===== src/rtl/core/cqs_pkg.sv =====
package cqs_pkg;

  localparam int DEPTH = 8;
  localparam int IDX_W = (DEPTH > 1) ? $clog2(DEPTH) : 1;
  localparam int WORD_W = 32;
  localparam int SLOT_W = 3;

  typedef logic [IDX_W-1:0] idx_t;

  typedef enum logic [1:0] {
    MODE_ENQ     = 2'd0,
    MODE_DEQ     = 2'd1,
    MODE_SEARCH  = 2'd2,
    MODE_DISPLAY = 2'd3
  } mode_t;

  typedef enum logic [2:0] {
    ST_OK        = 3'd0,
    ST_OVERFLOW  = 3'd1,
    ST_EMPTY     = 3'd2,
    ST_FOUND     = 3'd3,
    ST_NOT_FOUND = 3'd4,
    ST_ELEMENT   = 3'd5
  } status_t;

  typedef enum logic [2:0] {
    S_IDLE,
    S_EXEC,
    S_DEQ,
    S_SCAN,
    S_FLUSH
  } state_t;

  function automatic idx_t next_idx(input idx_t i);
    idx_t r;
    if (i == idx_t'(DEPTH - 1)) begin
      r = '0;
    end else begin
      r = i + idx_t'(1);
    end
    return r;
  endfunction

  // buffer index masked to the width of the slot field
  function automatic logic [SLOT_W-1:0] slot_of(input idx_t i);
    logic [IDX_W+SLOT_W-1:0] ext;
    ext = {{SLOT_W{1'b0}}, i};
    return ext[SLOT_W-1:0];
  endfunction

endpackage


===== src/rtl/core/cqs_in_if.sv =====
interface cqs_in_if;
  import cqs_pkg::*;

  logic                     valid;
  logic                     ready;
  logic [1:0]               mode;
  logic signed [WORD_W-1:0] data_word;

  modport source (output valid, output mode, output data_word, input ready);
  modport sink (input valid, input mode, input data_word, output ready);
endinterface


===== src/rtl/core/cqs_out_if.sv =====
interface cqs_out_if;
  import cqs_pkg::*;

  logic                     valid;
  logic                     ready;
  logic [2:0]               status;
  logic [SLOT_W-1:0]        slot;
  logic signed [WORD_W-1:0] word_out;
  logic                     last;

  modport source (output valid, output status, output slot, output word_out, output last,
                  input ready);
  modport sink (input valid, input status, input slot, input word_out, input last,
                output ready);
endinterface


===== src/rtl/core/cqs_ram.sv =====
module cqs_ram #(
  parameter int WIDTH = 32,
  parameter int DEPTH = 8
) (
  input  logic                           clk,
  input  logic                           wr_en,
  input  logic [$clog2(DEPTH)-1:0]       wr_addr,
  input  logic [WIDTH-1:0]               wr_data,
  input  logic                           rd_en,
  input  logic [$clog2(DEPTH)-1:0]       rd_addr,
  output logic [WIDTH-1:0]               rd_data
);

  logic [WIDTH-1:0] mem [DEPTH];

  always_ff @(posedge clk) begin
    if (wr_en) begin
      mem[wr_addr] <= wr_data;
    end
    if (rd_en) begin
      rd_data <= mem[rd_addr];
    end
  end

endmodule


===== src/rtl/core/circular_queue_with_search_unit.sv =====
// enqueue, and any request answered on an empty queue: result registered in the exec state
// dequeue: exec issues one registered ram read, and the deq state registers the result
// search and display: one ram read per cycle through the single read port, unless a result
//   waits for the output register; the last display result comes from scan, search from flush
// one request in flight at a time; the next is taken once the last result is registered
// reset empties the queue (head, tail to 0); slot storage is not cleared
module circular_queue_with_search_unit
  import cqs_pkg::*;
(
  input logic      clk,
  input logic      rst_n,
  cqs_in_if.sink   in_if,
  cqs_out_if.source out_if
);

  state_t state_r, state_nxt;

  idx_t head_r, head_nxt;
  idx_t tail_r, tail_nxt;
  logic empty_r, empty_nxt;
  idx_t idx_r, idx_nxt;

  logic [1:0]        mode_r;
  logic [WORD_W-1:0] word_r;

  logic              pend_valid_r, pend_valid_nxt;
  logic [SLOT_W-1:0] pend_slot_r, pend_slot_nxt;
  logic [WORD_W-1:0] pend_word_r, pend_word_nxt;

  logic              out_valid_r, out_valid_nxt;
  logic [2:0]        out_status_r, out_status_nxt;
  logic [SLOT_W-1:0] out_slot_r, out_slot_nxt;
  logic [WORD_W-1:0] out_word_r, out_word_nxt;
  logic              out_last_r, out_last_nxt;

  logic              ram_wr_en;
  idx_t              ram_wr_addr;
  logic              ram_rd_en;
  idx_t              ram_rd_addr;
  logic [WORD_W-1:0] ram_rd_data;

  logic out_free;
  logic accept;
  logic at_tail;
  logic match;
  logic is_disp;
  logic scan_stall;

  assign out_free = !out_valid_r || out_if.ready;
  assign in_if.ready = (state_r == S_IDLE);
  assign accept = in_if.valid && in_if.ready;
  assign at_tail = (idx_r == tail_r);
  assign match = (ram_rd_data == word_r);
  assign is_disp = (mode_r == MODE_DISPLAY);
  // a scan step that must hand a result out waits for the output register
  assign scan_stall = (is_disp || (match && pend_valid_r)) && !out_free;

  assign out_if.valid    = out_valid_r;
  assign out_if.status   = out_status_r;
  assign out_if.slot     = out_slot_r;
  assign out_if.word_out = out_word_r;
  assign out_if.last     = out_last_r;

  cqs_ram #(.WIDTH(WORD_W), .DEPTH(DEPTH)) u_ram (
    .clk     (clk),
    .wr_en   (ram_wr_en),
    .wr_addr (ram_wr_addr),
    .wr_data (word_r),
    .rd_en   (ram_rd_en),
    .rd_addr (ram_rd_addr),
    .rd_data (ram_rd_data)
  );

  always_comb begin
    state_nxt = state_r;
    case (state_r)
      S_IDLE: begin
        if (accept) begin
          state_nxt = S_EXEC;
        end
      end
      S_EXEC: begin
        if (mode_r == MODE_ENQ || empty_r) begin
          if (out_free) begin
            state_nxt = S_IDLE;
          end
        end else if (mode_r == MODE_DEQ) begin
          state_nxt = S_DEQ;
        end else begin
          state_nxt = S_SCAN;
        end
      end
      S_DEQ: begin
        if (out_free) begin
          state_nxt = S_IDLE;
        end
      end
      S_SCAN: begin
        if (!scan_stall && at_tail) begin
          state_nxt = is_disp ? S_IDLE : S_FLUSH;
        end
      end
      S_FLUSH: begin
        if (out_free) begin
          state_nxt = S_IDLE;
        end
      end
      default: state_nxt = S_IDLE;
    endcase
  end

  always_comb begin
    head_nxt       = head_r;
    tail_nxt       = tail_r;
    empty_nxt      = empty_r;
    idx_nxt        = idx_r;
    pend_valid_nxt = pend_valid_r;
    pend_slot_nxt  = pend_slot_r;
    pend_word_nxt  = pend_word_r;
    ram_wr_en      = 1'b0;
    ram_wr_addr    = tail_r;
    ram_rd_en      = 1'b0;
    ram_rd_addr    = head_r;

    out_valid_nxt  = out_valid_r && !out_if.ready;
    out_status_nxt = out_status_r;
    out_slot_nxt   = out_slot_r;
    out_word_nxt   = out_word_r;
    out_last_nxt   = out_last_r;

    case (state_r)
      S_EXEC: begin
        if (mode_r == MODE_ENQ) begin
          if (out_free) begin
            out_valid_nxt  = 1'b1;
            out_slot_nxt   = '0;
            out_word_nxt   = '0;
            out_last_nxt   = 1'b1;
            out_status_nxt = ST_OK;
            if (empty_r) begin
              head_nxt    = '0;
              tail_nxt    = '0;
              empty_nxt   = 1'b0;
              ram_wr_en   = 1'b1;
              ram_wr_addr = '0;
            end else if (next_idx(tail_r) == head_r) begin
              out_status_nxt = ST_OVERFLOW;
            end else begin
              tail_nxt    = next_idx(tail_r);
              ram_wr_en   = 1'b1;
              ram_wr_addr = next_idx(tail_r);
            end
          end
        end else if (empty_r) begin
          if (out_free) begin
            out_valid_nxt  = 1'b1;
            out_status_nxt = ST_EMPTY;
            out_slot_nxt   = '0;
            out_word_nxt   = '0;
            out_last_nxt   = 1'b1;
          end
        end else begin
          ram_rd_en      = 1'b1;
          ram_rd_addr    = head_r;
          idx_nxt        = head_r;
          pend_valid_nxt = 1'b0;
        end
      end
      S_DEQ: begin
        if (out_free) begin
          out_valid_nxt  = 1'b1;
          out_status_nxt = ST_OK;
          out_slot_nxt   = '0;
          out_word_nxt   = ram_rd_data;
          out_last_nxt   = 1'b1;
          if (head_r == tail_r) begin
            empty_nxt = 1'b1;
            head_nxt  = '0;
            tail_nxt  = '0;
          end else begin
            head_nxt = next_idx(head_r);
          end
        end
      end
      S_SCAN: begin
        if (!scan_stall) begin
          if (is_disp) begin
            out_valid_nxt  = 1'b1;
            out_status_nxt = ST_ELEMENT;
            out_slot_nxt   = slot_of(idx_r);
            out_word_nxt   = ram_rd_data;
            out_last_nxt   = at_tail;
          end else if (match) begin
            // a match is held back until the next match or the end of the scan shows whether it is the last
            if (pend_valid_r) begin
              out_valid_nxt  = 1'b1;
              out_status_nxt = ST_FOUND;
              out_slot_nxt   = pend_slot_r;
              out_word_nxt   = pend_word_r;
              out_last_nxt   = 1'b0;
            end
            pend_valid_nxt = 1'b1;
            pend_slot_nxt  = slot_of(idx_r);
            pend_word_nxt  = ram_rd_data;
          end
          if (!at_tail) begin
            idx_nxt     = next_idx(idx_r);
            ram_rd_en   = 1'b1;
            ram_rd_addr = next_idx(idx_r);
          end
        end
      end
      S_FLUSH: begin
        if (out_free) begin
          out_valid_nxt  = 1'b1;
          out_last_nxt   = 1'b1;
          pend_valid_nxt = 1'b0;
          if (pend_valid_r) begin
            out_status_nxt = ST_FOUND;
            out_slot_nxt   = pend_slot_r;
            out_word_nxt   = pend_word_r;
          end else begin
            out_status_nxt = ST_NOT_FOUND;
            out_slot_nxt   = '0;
            out_word_nxt   = '0;
          end
        end
      end
      default: begin
      end
    endcase
  end

  always_ff @(posedge clk) begin
    if (!rst_n) begin
      state_r      <= S_IDLE;
      head_r       <= '0;
      tail_r       <= '0;
      empty_r      <= 1'b1;
      idx_r        <= '0;
      pend_valid_r <= 1'b0;
      out_valid_r  <= 1'b0;
    end else begin
      state_r      <= state_nxt;
      head_r       <= head_nxt;
      tail_r       <= tail_nxt;
      empty_r      <= empty_nxt;
      idx_r        <= idx_nxt;
      pend_valid_r <= pend_valid_nxt;
      out_valid_r  <= out_valid_nxt;
    end
  end

  always_ff @(posedge clk) begin
    if (accept) begin
      mode_r <= in_if.mode;
      word_r <= in_if.data_word;
    end
    pend_slot_r  <= pend_slot_nxt;
    pend_word_r  <= pend_word_nxt;
    out_status_r <= out_status_nxt;
    out_slot_r   <= out_slot_nxt;
    out_word_r   <= out_word_nxt;
    out_last_r   <= out_last_nxt;
  end

endmodule


===== src/flat_wrapper.sv =====
// flat-port wrapper written by rule: the top's interface ports become plain ports
module circular_queue_with_search_unit_flat import cqs_pkg::*;
  (clk, rst_n, in_if_valid, in_if_mode, in_if_data_word, in_if_ready, out_if_valid, out_if_status, out_if_slot, out_if_word_out, out_if_last, out_if_ready);
  cqs_in_if in_if_i ();
  cqs_out_if out_if_i ();
  input logic clk;
  input logic rst_n;
  input wire logic [$bits(in_if_i.valid)-1:0] in_if_valid;
  input wire logic [$bits(in_if_i.mode)-1:0] in_if_mode;
  input wire logic [$bits(in_if_i.data_word)-1:0] in_if_data_word;
  output wire logic [$bits(in_if_i.ready)-1:0] in_if_ready;
  output wire logic [$bits(out_if_i.valid)-1:0] out_if_valid;
  output wire logic [$bits(out_if_i.status)-1:0] out_if_status;
  output wire logic [$bits(out_if_i.slot)-1:0] out_if_slot;
  output wire logic [$bits(out_if_i.word_out)-1:0] out_if_word_out;
  output wire logic [$bits(out_if_i.last)-1:0] out_if_last;
  input wire logic [$bits(out_if_i.ready)-1:0] out_if_ready;
  assign in_if_i.valid = in_if_valid;
  assign in_if_i.mode = in_if_mode;
  assign in_if_i.data_word = in_if_data_word;
  assign in_if_ready = in_if_i.ready;
  assign out_if_valid = out_if_i.valid;
  assign out_if_status = out_if_i.status;
  assign out_if_slot = out_if_i.slot;
  assign out_if_word_out = out_if_i.word_out;
  assign out_if_last = out_if_i.last;
  assign out_if_i.ready = out_if_ready;
  circular_queue_with_search_unit u_core (.clk(clk), .rst_n(rst_n), .in_if(in_if_i), .out_if(out_if_i));
endmodule

===== config.mk =====
export PLATFORM = sky130hd
export DESIGN_NAME = circular_queue_with_search_unit_flat
export DESIGN_NICKNAME = d
export VERILOG_FILES = /design/src/rtl/core/cqs_pkg.sv /design/src/rtl/core/cqs_in_if.sv /design/src/rtl/core/cqs_out_if.sv /design/src/rtl/core/cqs_ram.sv /design/src/rtl/core/circular_queue_with_search_unit.sv /design/src/flat_wrapper.sv
export SDC_FILE = /design/constraint.sdc
export NUM_CORES = 1
export LEC_CHECK = 0
export BUFFER_PORTS_ARGS = -buffer_cell sky130_fd_sc_hd__buf_2
export CORE_MARGIN = 8
export CORE_UTILIZATION = 30
export DETAILED_ROUTE_END_ITERATION = 10
export PLACE_DENSITY = 0.56
export SLEW_MARGIN = 40
export SYNTH_ARGS = -nofsm -noshare
export SYNTH_HDL_FRONTEND = slang
export SYNTH_HIERARCHICAL = 1
export SYNTH_SLANG_ARGS = --single-unit

===== constraint.sdc =====
create_clock -name clk -period 7.3 [get_ports clk]
set_input_delay 1.46 -clock clk [delete_from_list [all_inputs] [get_ports clk]]
set_output_delay 1.46 -clock clk [all_outputs]
set_load 0.05 [all_outputs]

==> key figures <==
Status
  – Status: complete, no violations

Pwr
  – Net Sw Frac: 20.81%
  – PD cells: 255.1 nW/um^2
  – Pleak: 6.117 nW
  – Internal power: 3.832 mW
  – Switching power: 1.007 mW
  – Peak VDD IR: 198.3 uV
  – Combinational Power Share: 3.2%
  – Sequential power share: 55.3%
  – Clock power share: 41.5%
  – Final Total Pwr: 4.838 mW

Layout
  – Most frequent cells in the layout: edfxtp_1, buf_2, clkbuf_16
  – Fin cells: 1661
  – Final core utilization: 35.25%
  – Final #Nets: 985
  – Ant. Diodes: 0
  – Share of cells above drive strength 1: 24.25%
  – FILL cells: 5038
  – Most common cell after layout, fill and taps aside: edfxtp_1
  – P&R area growth vs syn: 15.98%

STA
  – Fin Clk Skew: 29.13 ps
  – Crit share post-route: 58.78%
  – Fin Hold WS: 502.2 ps
  – Fin. Hold Viols: 0
  – RSZ-0062 raised after global routing: false
  – Fmax: 0.2330 GHz
  – Slew Limit Fails: 0
  – Endpoints failing setup: 0
  – Max-slew headroom: 47.86%
  – Least-Margin Pin Slew: 779.5 ps
  – Post-route minimum period: 4291 ps
  – Setup TNS: 0 ps

Worst setup path
  – Worst path top cell family by delay: buffers and inverters
  – Reg2reg path depth: 9
  – Worst EP arrival: 4590 ps
  – CP Launch Type: flop
  – Slowest stage cell, crit path: mux4_1
  – Crit path kind: reg2reg
  – Crit-path cells: and3b_1 > o31a_1 > and2_1 > nand2_1 > o21ai_4 > buf_4 > buf_4 > mux4_1 > mux2_2
  – Crit. path cell count: 9
  – Critical path capture point type: flop
  – Buf/Inv on CP: 2
  – Critical Path End: u_core/u_ram/rd_data[17]$_DFFE_PP_
  – Crit Path Max Fanout: 35
  – Slowest cell delay on critical path: 620 ps
  – R2R Setup Slk: 3010 ps
  – Top cell by count, worst path: buf_4
  – RR Endpoint: u_core/u_ram/rd_data[17]$_DFFE_PP_
  – CP required: 7600 ps
  – Worst r2r src: u_core/state_r[1]$_SDFFE_PN0P_
  – Worst Setup SP: u_core/state_r[1]$_SDFFE_PN0P_

Detailed routing
  – Vias/cell: 4.882
  – Post-Route WL: 36610 um
  – First-pass DRT Iterations: 5
  – 1st-iter DRT viols: 617
  – Via count: 8109
  – Average wire per standard cell: 22.04 um
  – ANT nets after route: 0
  – DRC: 0

Clock network
  – Reg clk slew, reported paths: 60 ps
  – H-tree depth: 2
  – Post-CTS setup buffer count: 0
  – Clk sinks: 411
  – Resize count post-CTS: 0
  – Clk buf depth: 3
  – Clk_lat worst skew: 550 ps
  – Hold buffer count at CTS: 0
  – Num CTS Buffers: 41
  – TritonCTS clock tree: done
  – Root Buffer: clkbuf_16

Placed design
  – Dpl hpwl: 21760 um
  – Port Buffer Count: 78
  – Placed Instances: 1593
  – Placer Congestion: 0.8421

Logic synthesis
  – Synthesis-stage register bit count: 411
  – Largest family of logic cells by synthesized area: multiplexers
  – Number of distinct library cells after synthesis: 60
  – Synth Area in Simple Gates: 3.657%
  – Post-Synth XOR/XNOR Area: 2.196%
  – Seq/Total Area, Yosys: 74.55%
  – Synth Net Count: 882
  – Ys async rst share: 0%
  – Post-Syn Area: 16350 sq um
  – Mux cell area share after synthesis: 12.14%
  – Most common flop cell mapped by yosys: edfxtp_1
  – Adder-Cell Fraction of Synth Area: 0.5203%
  – Post-synthesis compound-gate area fraction: 5.379%
  – Post-synth EDFFs: 396
  – Post-Synthesis Cells: 838
  – Yosys warning count: 6
  – Syn avg cell area: 19.51 sq um

GRT
  – Total congestion overflow: 0
  – GRT Overall Usage: 11.40%
  – Global-route wire length before repair: 54130 um
  – Vias in the first global route: 8387
  – Antenna violations before repair: 0
  – Largest net degree at the start of global routing: 65

Floorplanning
  – Die ar.: 62240 sq um
  – Site Rows: 85
  – Initial Util: 30.39%
  – Core box area: 53810 sq um
  – Die width: 249.5 um
  – IO Count: 79
  – Die height: 249.5 um

Hold path
  – Worst min path class: reg2reg
  – Hold_sp: u_core/u_ram/rd_data[11]$_DFFE_PP_

Job
  – Max-Cap Viols: 0
==> logic make-up after synthesis <==
family | after synthesis
AO/OA/AOI/OAI | 120
adder cells (fa/ha/maj) | 7
flip-flops | 411
XOR/XNOR | 41
AND/OR/NAND/NOR | 114
multiplexers | 99
buffers and inverters | 46
==> layout make-up <==
type                            instances  area (sq um)  area share (%)
Inverter                                5         18.77         0.09895
Timing Repair Buffer                  101         599.3           3.160
Multi-Input combinational cell        381          4025           21.22
Tap cell                              696         870.8           4.591
Clock inverter                         16         176.4          0.9301
Clock buffer                           51          1085           5.719
Sequential cell                       411         12190           64.28
==> registers in the layout (all words and copies together), names as in the netlist <==
register                count
u_core/u_ram/mem          256
u_core/out_if.word_out     32
u_core/pend_word_r         32
u_core/u_ram/rd_data       32
u_core/word_r              32
u_core/head_r               3
u_core/idx_r                3
u_core/out_if.slot          3
u_core/out_if.status        3
u_core/pend_slot_r          3
u_core/state_r              3
u_core/tail_r               3
u_core/mode_r               2
u_core/empty_r              1
u_core/out_if.last          1
u_core/out_if.valid         1
u_core/pend_valid_r         1
==> metrics by stage <==
step | setup WS (ps) | instance area, sq um
after CTS | 2988 | 18930
after floorplan | 2055 | 16350
final | 3009 | 18970
after detailed placement | 2462 | 17670
after global placement | 2494 | 17660
after global routing | 2743 | 18970
==> synth_stat cells, drive strengths merged (2+ instances only) <==
library cell	count	area, sq um
a22o	35	306.5
nand2b	6	37.54
nor2b	7	43.79
a32oi	3	26.28
a21boi	4	30.03
o211a	2	20.02
o31ai	2	15.01
nand4	9	56.30
xnor2	37	324.1
o221ai	2	17.52
a21bo	2	20.02
o211ai	2	15.01
dfxtp	15	300.3
nand3b	2	15.01
ha	6	75.07
nor2	24	90.09
a211oi	4	30.03
o21a	4	30.03
nand3	4	20.02
nor3	8	51.30
mux2	35	394.1
a22oi	4	30.03
nor4	3	31.28
a311o	3	30.03
inv	5	18.77
mux4	64	1592
and4	2	17.52
xor2	4	35.03
o21ai	22	113.9
a21oi	18	93.84
edfxtp	396	11890
a21o	3	22.52
nand2	31	116.4
and3	9	56.30
a31oi	4	25.02
clkbuf	16	60.06
and2	4	25.03
buf	25	175.2
==> how the worst min path moves through the flow <==
stage,endpoint,depth (start not counted)
detailed placement,u_core/pend_word_r[7]$_DFFE_PP_,0
global placement,u_core/pend_word_r[7]$_DFFE_PP_,0
finish,u_core/pend_word_r[11]$_DFFE_PP_,0
floorplan,u_core/pend_word_r[31]$_DFFE_PP_,0
global route,u_core/pend_word_r[14]$_DFFE_PP_,0
CTS,u_core/pend_word_r[7]$_DFFE_PP_,0
==> routing by layer <==
| layer | GRT usage (%) | vias up | share of wire [%] |
|---|---|---|---|
| met2 | 18.70 | 206 | 47 |
| met3 | 2.203 | 41 | 4.7 |
| met4 | 2.492 | 0 | 1.4 |
| met5 | 0 | - | 0 |
| li1 | - | 3659 | - |
| met1 | 15.61 | 4203 | 47 |
==> power by group through the flow <==
stage                     combinational (mW)  clock (mW)  sequential, mW
final                                  0.154        2.01            2.67
after global routing                   0.165        2.16            2.68
after global placement                 0.156           0            2.72
after detailed placement               0.157           0            2.73
after CTS                              0.158        2.08            2.68
after floorplan                       0.0599           0            2.75
No activity file was read; power rests on OpenSTA's default activity.
